===== src/sv/ird_pkg.sv =====
// Shared types and constants for the infrared delivery code transmitter.
// Depends on nothing; every other file imports it.
package ird_pkg;

    localparam int unsigned TICK_W    = 16;
    localparam int unsigned SEG_IDX_W = 6;
    localparam int unsigned WORD_W    = 32;
    localparam int unsigned NIB_W     = 4;
    localparam int unsigned CFG_IDX_W = 1;
    localparam int unsigned CFG_DATA_W = 16;

    localparam logic [7:0] HEADER_BYTE = 8'hA5;

    localparam logic FUNC_TICK    = 1'b0;
    localparam logic FUNC_REQUEST = 1'b1;

    localparam logic [CFG_IDX_W-1:0] CFG_LONG_TICKS  = 1'b0;
    localparam logic [CFG_IDX_W-1:0] CFG_SHORT_TICKS = 1'b1;

    localparam logic [TICK_W-1:0] LONG_TICKS_RST  = 16'd1440;
    localparam logic [TICK_W-1:0] SHORT_TICKS_RST = 16'd360;

    typedef struct packed {
        logic             func;
        logic [NIB_W-1:0] param_a;
        logic [NIB_W-1:0] param_b;
        logic [NIB_W-1:0] param_c;
        logic [NIB_W-1:0] param_d;
    } cmd_item_t;

    typedef struct packed {
        logic ir_level;
        logic busy_res;
        logic accepted;
        logic done_res;
    } rsp_item_t;

    typedef struct packed {
        logic [TICK_W-1:0] long_ticks;
        logic [TICK_W-1:0] short_ticks;
    } cfg_t;

    typedef struct packed {
        logic [WORD_W-1:0]    code_word;
        logic [SEG_IDX_W-1:0] seg_idx;
        logic [TICK_W-1:0]    tick_count;
        logic                 carrier_phase;
        logic                 carrier_enable;
        logic                 sending;
    } tx_state_t;

endpackage


===== src/sv/ird_if.sv =====
// Valid/ready channel interfaces for request items and result items.
// Depends on ird_pkg for the payload types.
interface ird_cmd_if
    import ird_pkg::*;
();
    logic      valid;
    logic      ready;
    cmd_item_t data;

    modport source (output valid, output data, input ready);
    modport sink   (input valid, input data, output ready);
endinterface

interface ird_rsp_if
    import ird_pkg::*;
();
    logic      valid;
    logic      ready;
    rsp_item_t data;

    modport source (output valid, output data, input ready);
    modport sink   (input valid, input data, output ready);
endinterface


===== src/sv/ir_delivery_code_transmitter_core.sv =====
// Top level of the infrared delivery code transmitter: input register, state,
// result register. Depends on ird_pkg, ird_if, ird_cfg_regs and ird_step.
//
//   channel | dir | payload                                  | handshake
//   --------+-----+------------------------------------------+-------------
//   cmd     | in  | func, param_a..param_d                   | valid/ready
//   rsp     | out | ir_level, busy_res, accepted, done_res   | valid/ready
//   cfg     | in  | cfg_index, cfg_wdata                     | cfg_we only
//
// One item per cycle sustained while rsp is ready; an item passes the input
// register, then the result register, and its result shows on rsp from the
// result register.
// The state update sits between the two registers and happens when an item
// moves out of the input register. Reset is asynchronous, active low, and
// leaves the block idle with the carrier off. A stalled rsp holds its result;
// cmd stays ready while the input register can drain into the result register.
module ir_delivery_code_transmitter_core
    import ird_pkg::*;
#(
    parameter int unsigned SEGMENTS = 33
)
(
    input  logic                  clk,
    input  logic                  rst_n,
    ird_cmd_if.sink               cmd,
    ird_rsp_if.source             rsp,
    input  logic                  cfg_we,
    input  logic [CFG_IDX_W-1:0]  cfg_index,
    input  logic [CFG_DATA_W-1:0] cfg_wdata
);

    cfg_t      cfg;

    // Input register
    logic      in_valid_reg;
    logic      in_valid_next;
    cmd_item_t in_item_reg;

    // Transmitter state
    tx_state_t state_reg;
    tx_state_t state_next;

    // Result register
    logic      res_valid_reg;
    logic      res_valid_next;
    rsp_item_t res_item_reg;
    rsp_item_t step_result;

    logic      advance;
    logic      cmd_fire;

    ird_cfg_regs u_cfg (
        .clk       (clk),
        .rst_n     (rst_n),
        .cfg_we    (cfg_we),
        .cfg_index (cfg_index),
        .cfg_wdata (cfg_wdata),
        .cfg       (cfg)
    );

    ird_step #(
        .SEGMENTS (SEGMENTS)
    ) u_step (
        .st      (state_reg),
        .item    (in_item_reg),
        .cfg     (cfg),
        .st_next (state_next),
        .result  (step_result)
    );

    // Advance the held item whenever the result register is free or draining
    assign advance   = in_valid_reg && (!res_valid_reg || rsp.ready);
    assign cmd.ready = !in_valid_reg || advance;
    assign cmd_fire  = cmd.valid && cmd.ready;

    always_comb
    begin
        in_valid_next = in_valid_reg;
        if (cmd_fire)
        begin
            in_valid_next = 1'b1;
        end
        else if (advance)
        begin
            in_valid_next = 1'b0;
        end
    end

    always_comb
    begin
        res_valid_next = res_valid_reg;
        if (advance)
        begin
            res_valid_next = 1'b1;
        end
        else if (rsp.ready)
        begin
            res_valid_next = 1'b0;
        end
    end

    always_ff @(posedge clk or negedge rst_n)
    begin
        if (!rst_n)
        begin
            in_valid_reg  <= 1'b0;
            res_valid_reg <= 1'b0;
            state_reg     <= '0;
        end
        else
        begin
            in_valid_reg  <= in_valid_next;
            res_valid_reg <= res_valid_next;
            if (advance)
            begin
                state_reg <= state_next;
            end
        end
    end

    // Payload registers: no reset needed
    always_ff @(posedge clk)
    begin
        if (cmd_fire)
        begin
            in_item_reg <= cmd.data;
        end
        if (advance)
        begin
            res_item_reg <= step_result;
        end
    end

    assign rsp.valid = res_valid_reg;
    assign rsp.data  = res_item_reg;

`ifndef SYNTHESIS
    // State moves only when an item passes into the result register
    a_state_hold: assert property (@(posedge clk) disable iff (!rst_n)
        !advance |=> $stable(state_reg))
        else $error("transmitter state changed without an item");

    // Ending the last segment leaves the block idle
    a_done_idle: assert property (@(posedge clk) disable iff (!rst_n)
        (advance && step_result.done_res) |=> !state_reg.sending)
        else $error("still sending after the last segment");

    // Segment index never passes the last segment
    a_seg_range: assert property (@(posedge clk) disable iff (!rst_n)
        state_reg.seg_idx <= SEG_IDX_W'(SEGMENTS - 1))
        else $error("segment index out of range");

    // A full pipeline with a stalled result refuses new items
    a_full_stall: assert property (@(posedge clk) disable iff (!rst_n)
        (in_valid_reg && res_valid_reg && !rsp.ready) |-> !cmd.ready)
        else $error("item taken while both stages are full and stalled");
`endif

endmodule


===== src/sv/ird_cfg_regs.sv =====
// Segment length registers behind the plain write port.
// Depends on ird_pkg.
module ird_cfg_regs
    import ird_pkg::*;
(
    input  logic                  clk,
    input  logic                  rst_n,
    input  logic                  cfg_we,
    input  logic [CFG_IDX_W-1:0]  cfg_index,
    input  logic [CFG_DATA_W-1:0] cfg_wdata,
    output cfg_t                  cfg
);

    cfg_t cfg_reg;
    cfg_t cfg_next;

    always_comb
    begin
        cfg_next = cfg_reg;
        if (cfg_we)
        begin
            unique case (cfg_index)
                CFG_LONG_TICKS:  cfg_next.long_ticks  = cfg_wdata;
                CFG_SHORT_TICKS: cfg_next.short_ticks = cfg_wdata;
                default:         cfg_next = cfg_reg;
            endcase
        end
    end

    always_ff @(posedge clk or negedge rst_n)
    begin
        if (!rst_n)
        begin
            cfg_reg.long_ticks  <= LONG_TICKS_RST;
            cfg_reg.short_ticks <= SHORT_TICKS_RST;
        end
        else
        begin
            cfg_reg <= cfg_next;
        end
    end

    assign cfg = cfg_reg;

endmodule


===== src/sv/ird_step.sv =====
// Next-state and result logic for one item: word build, tick count, segment end.
// Depends on ird_pkg.
module ird_step
    import ird_pkg::*;
#(
    parameter int unsigned SEGMENTS = 33
)
(
    input  tx_state_t st,
    input  cmd_item_t item,
    input  cfg_t      cfg,
    output tx_state_t st_next,
    output rsp_item_t result
);

    localparam logic [SEG_IDX_W-1:0] LAST_SEG = SEG_IDX_W'(SEGMENTS - 1);

    logic [TICK_W-1:0] tick_inc;
    logic [TICK_W-1:0] seg_len;
    logic              seg_end;
    logic              bit_is_one;
    logic [7:0]        check_byte;

    // Segments from bit 32 on are always short
    assign bit_is_one = (st.seg_idx < SEG_IDX_W'(WORD_W))
                        && st.code_word[st.seg_idx[4:0]];
    assign seg_len    = bit_is_one ? cfg.long_ticks : cfg.short_ticks;
    assign tick_inc   = st.tick_count + 1'b1;
    // A zero length register behaves as one tick
    assign seg_end    = (tick_inc >= seg_len) || (tick_inc == '0);
    assign check_byte = {item.param_d, item.param_c} ^ {item.param_b, item.param_a};

    always_comb
    begin
        st_next         = st;
        result.accepted = 1'b0;
        result.done_res = 1'b0;
        if (item.func == FUNC_REQUEST)
        begin
            if (!st.sending)
            begin
                st_next.code_word      = {HEADER_BYTE, item.param_d, item.param_c,
                                          item.param_b, item.param_a, check_byte};
                st_next.seg_idx        = '0;
                st_next.tick_count     = '0;
                st_next.carrier_phase  = 1'b0;
                st_next.carrier_enable = 1'b1;
                st_next.sending        = 1'b1;
                result.accepted        = 1'b1;
            end
        end
        else if (st.sending)
        begin
            st_next.carrier_phase = st.carrier_enable ? ~st.carrier_phase : 1'b0;
            st_next.tick_count    = tick_inc;
            if (seg_end)
            begin
                st_next.tick_count = '0;
                if (st.seg_idx >= LAST_SEG)
                begin
                    st_next.seg_idx        = '0;
                    st_next.sending        = 1'b0;
                    st_next.carrier_enable = 1'b0;
                    st_next.carrier_phase  = 1'b0;
                    result.done_res        = 1'b1;
                end
                else
                begin
                    st_next.seg_idx        = st.seg_idx + 1'b1;
                    st_next.carrier_enable = ~st.carrier_enable;
                    if (st.carrier_enable)
                    begin
                        st_next.carrier_phase = 1'b0;
                    end
                end
            end
        end
        result.ir_level = st_next.carrier_enable & st_next.sending & st_next.carrier_phase;
        result.busy_res = st_next.sending;
    end

endmodule


===== src/flat_wrapper.sv =====
// flat-port wrapper written by rule: the top's interface ports become plain ports
module ir_delivery_code_transmitter_core_flat import ird_pkg::*;
#(
    parameter int unsigned SEGMENTS = 33
)
  (clk, rst_n, cfg_we, cfg_index, cfg_wdata, cmd_valid, cmd_data, cmd_ready, rsp_valid, rsp_data, rsp_ready);
  ird_cmd_if cmd_i ();
  ird_rsp_if rsp_i ();
  input  logic clk;
  input  logic rst_n;
  input  logic cfg_we;
  input  logic [CFG_IDX_W-1:0] cfg_index;
  input  logic [CFG_DATA_W-1:0] cfg_wdata;
  input wire logic [$bits(cmd_i.valid)-1:0] cmd_valid;
  input wire logic [$bits(cmd_i.data)-1:0] cmd_data;
  output wire logic [$bits(cmd_i.ready)-1:0] cmd_ready;
  output wire logic [$bits(rsp_i.valid)-1:0] rsp_valid;
  output wire logic [$bits(rsp_i.data)-1:0] rsp_data;
  input wire logic [$bits(rsp_i.ready)-1:0] rsp_ready;
  assign cmd_i.valid = cmd_valid;
  assign cmd_i.data = cmd_data;
  assign cmd_ready = cmd_i.ready;
  assign rsp_valid = rsp_i.valid;
  assign rsp_data = rsp_i.data;
  assign rsp_i.ready = rsp_ready;
  ir_delivery_code_transmitter_core #(.SEGMENTS(SEGMENTS)) u_core (.clk(clk), .rst_n(rst_n), .cmd(cmd_i), .rsp(rsp_i), .cfg_we(cfg_we), .cfg_index(cfg_index), .cfg_wdata(cfg_wdata));
endmodule

===== config.mk =====
export PLATFORM = sky130hd
export DESIGN_NAME = ir_delivery_code_transmitter_core_flat
export DESIGN_NICKNAME = d
export VERILOG_FILES = /design/src/sv/ird_pkg.sv /design/src/sv/ird_if.sv /design/src/sv/ir_delivery_code_transmitter_core.sv /design/src/sv/ird_cfg_regs.sv /design/src/sv/ird_step.sv /design/src/flat_wrapper.sv
export SDC_FILE = /design/constraint.sdc
export NUM_CORES = 1
export LEC_CHECK = 0
export CORE_MARGIN = 3
export CORE_UTILIZATION = 50
export DETAILED_ROUTE_END_ITERATION = 8
export DONT_BUFFER_PORTS = 1
export GPL_TIMING_DRIVEN = 0
export PLACE_DENSITY = 0.65
export SKIP_LAST_GASP = 1
export SYNTH_ARGS = -nofsm -noshare
export SYNTH_HDL_FRONTEND = slang
export SYNTH_HIERARCHICAL = 1
export SYNTH_SLANG_ARGS = --single-unit

===== constraint.sdc =====
create_clock -name clk -period 9.7 [get_ports clk]
set_clock_uncertainty 0.1 [all_clocks]
set_input_delay 2.91 -clock clk [delete_from_list [all_inputs] [get_ports clk]]
set_output_delay 2.91 -clock clk [all_outputs]
set_load 0.005 [all_outputs]

==> impl_metrics.toml <==
[run_status]
status = "finished, final reports clean"

[critical_path]
path_depth = 16
slowest_delay_ns = 0.76
reg2reg_depth = 16
r2r_slack_ns = 3.33
crit_family = "compound AO/OA/AOI/OAI gates"
endpoint_kind = "flop"
start_kind = "flop"
cp.required_ns = 9.84
rr_startpoint = "u_core/state_reg[20]"
worstPathCellList = "clkbuf_1, mux4_2, mux4_2, mux2i_1, nor2_1, buf_2, mux2i_1, ha_1, a2111oi_0, nor4bb_1, a2111oi_0, o21ai_0, a31oi_2, buf_2, o221ai_1, mux2_2"
r2r_end = "u_core/state_reg[1]"
slowest_stage = "nor2_1"
cp_num_buf_inv = 3
cp_max_fo = 10
worst-setup-path-type = "reg -> reg"
cp.arrival_ns = 6.51

[grt]
grt_pass1_vias = 4150
grt_overflow = 0
grt_max_degree = 92
grt_antenna_before_repair = 0
grt_pass1_wl_um = 21250
grt_use_total_pct = 18.98

[drt]
via_count = 4197
wl_per_cell_um = 17.44
ant_nets = 0
wl_um = 12820
dr.pass1.iters = 5
drt-vias-per-instance = 5.710
drt_iter0_drc = 272
drc_errors = 0

[layout]
n_fill_cell = 1055
syn2layout_area_growth_pct = 7.518
design_area_um2 = 6872
largest_reg_flops = 57
diodes = 0
drive_above_1_share_pct = 26.81
layout.nets = 620

[synth]
yosysMostFrequentCell = "nand2_1"
synthesis.nets = 609
synth_flop_cell = "dfrtp_1"
synth_cell_types = 58
yosys-top-cells-area = "dfrtp_1 (32%), mux2_2 (11%), edfxtp_1 (9.9%), mux2_4 (6.8%), nand2_1 (5.0%)"
syn_area_um2 = 6391
synth_xor_xnor_area_share_pct = 2.741
syn_inst = 551
synth_simple_gate_area_share_pct = 13.51
synth_edf_count = 21
muxShareOfSynthArea_pct = 23.77
synth_commonest_cells = "nand2_1 (85), dfrtp_1 (83), mux2_2 (61)"
ys_seq_area_share_pct = 45.65
synth_area_per_cell_um2 = 11.60
synth_top_family_by_area = "multiplexers"
yosysTopAreaCell = "dfrtp_1"
ys_seq_elements = 112
synth_compound_area_share_pct = 7.048
yosysTopAreaCellShare_pct = 32.50
ys_warn_count = 6
synthAdderAreaFrac_pct = 3.720
async_flop_share_pct = 81.25

[worst_hold_path]
worstHoldPathCells = 1
hold_path_end = "u_core/state_reg[21]"
hold_path.class = "reg -> reg"
hp-start = "u_core/state_reg[21]"

[sta]
setup_viol = 0
worstMarginPinSlew_ns = 1.002
period_needed_ns = 6.368
holdWs_ns = 0.4051
grt_setup_unrepaired = "false"
period_share_pct = 65.64
clock.fmax_ghz = 0.1570
slew_viol_final = 0
finalHoldViolCount = 0
maxSlewHeadroom_pct = 32.97
setup_tns_ns = 0

[clock_tree]
clkLatencyLatePin_ns = 0.36
numClockSinks = 112
postCtsHoldBufs = 0
cts_resized = 0
htreeDepth = 3
clkTransAtPathRegs_ns = 0.07
postCtsSetupBuffers = 0
cts_buffers = 9
cts_tree = "done"
cts.path.max_buffers = 2
cts_root_buffer = "clkbuf_16"

[place]
place_area_um2 = 6601
post-dp-hpwl_um = 9199
portBuffers = 0
gp_congestion = 0.8681

[floorplan]
die_h_um = 119.1
core_um2 = 12260
die_area_um2 = 14180
start_util_pct = 52.12
die_w_um = 119.1
io_pins = 45
row_count = 40

[power_and_ir_drop]
leakage_uw = 0.003037
p_per_area_nw_per_um2 = 227.7
ir_drop_v = 0.0001774

[job]
maxCapViolations = 0
[cell families (layout without fill, tap and decap cells)]
| family | count (synthesis) | count (layout) |
|---|---|---|
| AOI/OAI and AO/OA | 65 | 65 |
| xor gates and xnor gates | 20 | 20 |
| adders and majority gates | 19 | 19 |
| buffers and inverters | 40 | 56 |
| DFF | 112 | 112 |
| muxes | 117 | 117 |
| and+or+nand+nor | 178 | 178 |
[metal layers]
layer	wire, um	global-route usage, %
met5	0	0
met1	6116	26.98
met2	5896	29.04
met4	172	6.155
met3	632	4.179
[final cells by class]
cell class              instances  area, um^2  area share, %
multi-input cells             399        3246          47.23
flip-flops and latches        112        2918          42.46
clock buffers                  11       232.7          3.387
well taps                     168       210.2          3.059
plain buffers                  35       209.0          3.041
clock inverters                 5       37.54         0.5462
inverters                       5       18.77         0.2731
[how the worst max path moves through the flow]
stage                    startpoint                   end  slack (ns)
6_report       u_core/state_reg[20]   u_core/state_reg[1]        3.33
5_1_grt        u_core/state_reg[20]  u_core/state_reg[10]        3.02
4_1_cts        u_core/state_reg[20]   u_core/state_reg[1]        3.32
3_5_place_dp   u_core/state_reg[20]   u_core/state_reg[1]        3.36
3_3_place_gp   u_core/state_reg[20]  u_core/state_reg[22]        3.35
2_1_floorplan             rsp_ready             cmd_ready        3.61
[worst reg2reg max path: stages (launching register included)]
cell and delay (ns):
dfrtp_1 0.41, clkbuf_1 0.50, mux4_2 0.35, mux4_2 0.24, mux2i_1 0.07, nor2_1 0.76
buf_2 0.48, mux2i_1 0.27, ha_1 0.27, a2111oi_0 0.48, nor4bb_1 0.14, a2111oi_0 0.66
o21ai_0 0.33, a31oi_2 0.44, buf_2 0.32, o221ai_1 0.16, mux2_2 0.28
[per-stage QoR]
step / std cells / utilization, % / worst slack [ns] / power [uW]
finish: 735 / 56.04 / 3.332 / 1564
global route: 735 / 56.04 / 3.021 / 1662
CTS: 735 / 56.04 / 3.318 / 1580
detailed placement: 719 / 53.84 / 3.356 / 1222
global placement: 719 / 53.84 / 3.347 / 1196
floorplan: 551 / - / 3.606 / 1093
[placed cells by master, fill, tap and decap left out, types with 17 or more instances in the layout]
master    count
mux2_4       29
nand2_1      85
clkbuf_1     17
mux2_2       61
dfrtp_1      83
o21ai_0      18
ha_1         19
edfxtp_1     21
nor2_1       25
[report_power, final]
group / switching [uW] / internal (uW) / leakage (uW) / total (uW)
clock network: 173 / 177 / 0.000134 / 350
registers: 81.5 / 583 / 0.00132 / 664
logic: 251 / 299 / 0.00158 / 550
total: 505 / 1060 / 0.00304 / 1560
Note: power is estimated with default switching activity, not from simulation.
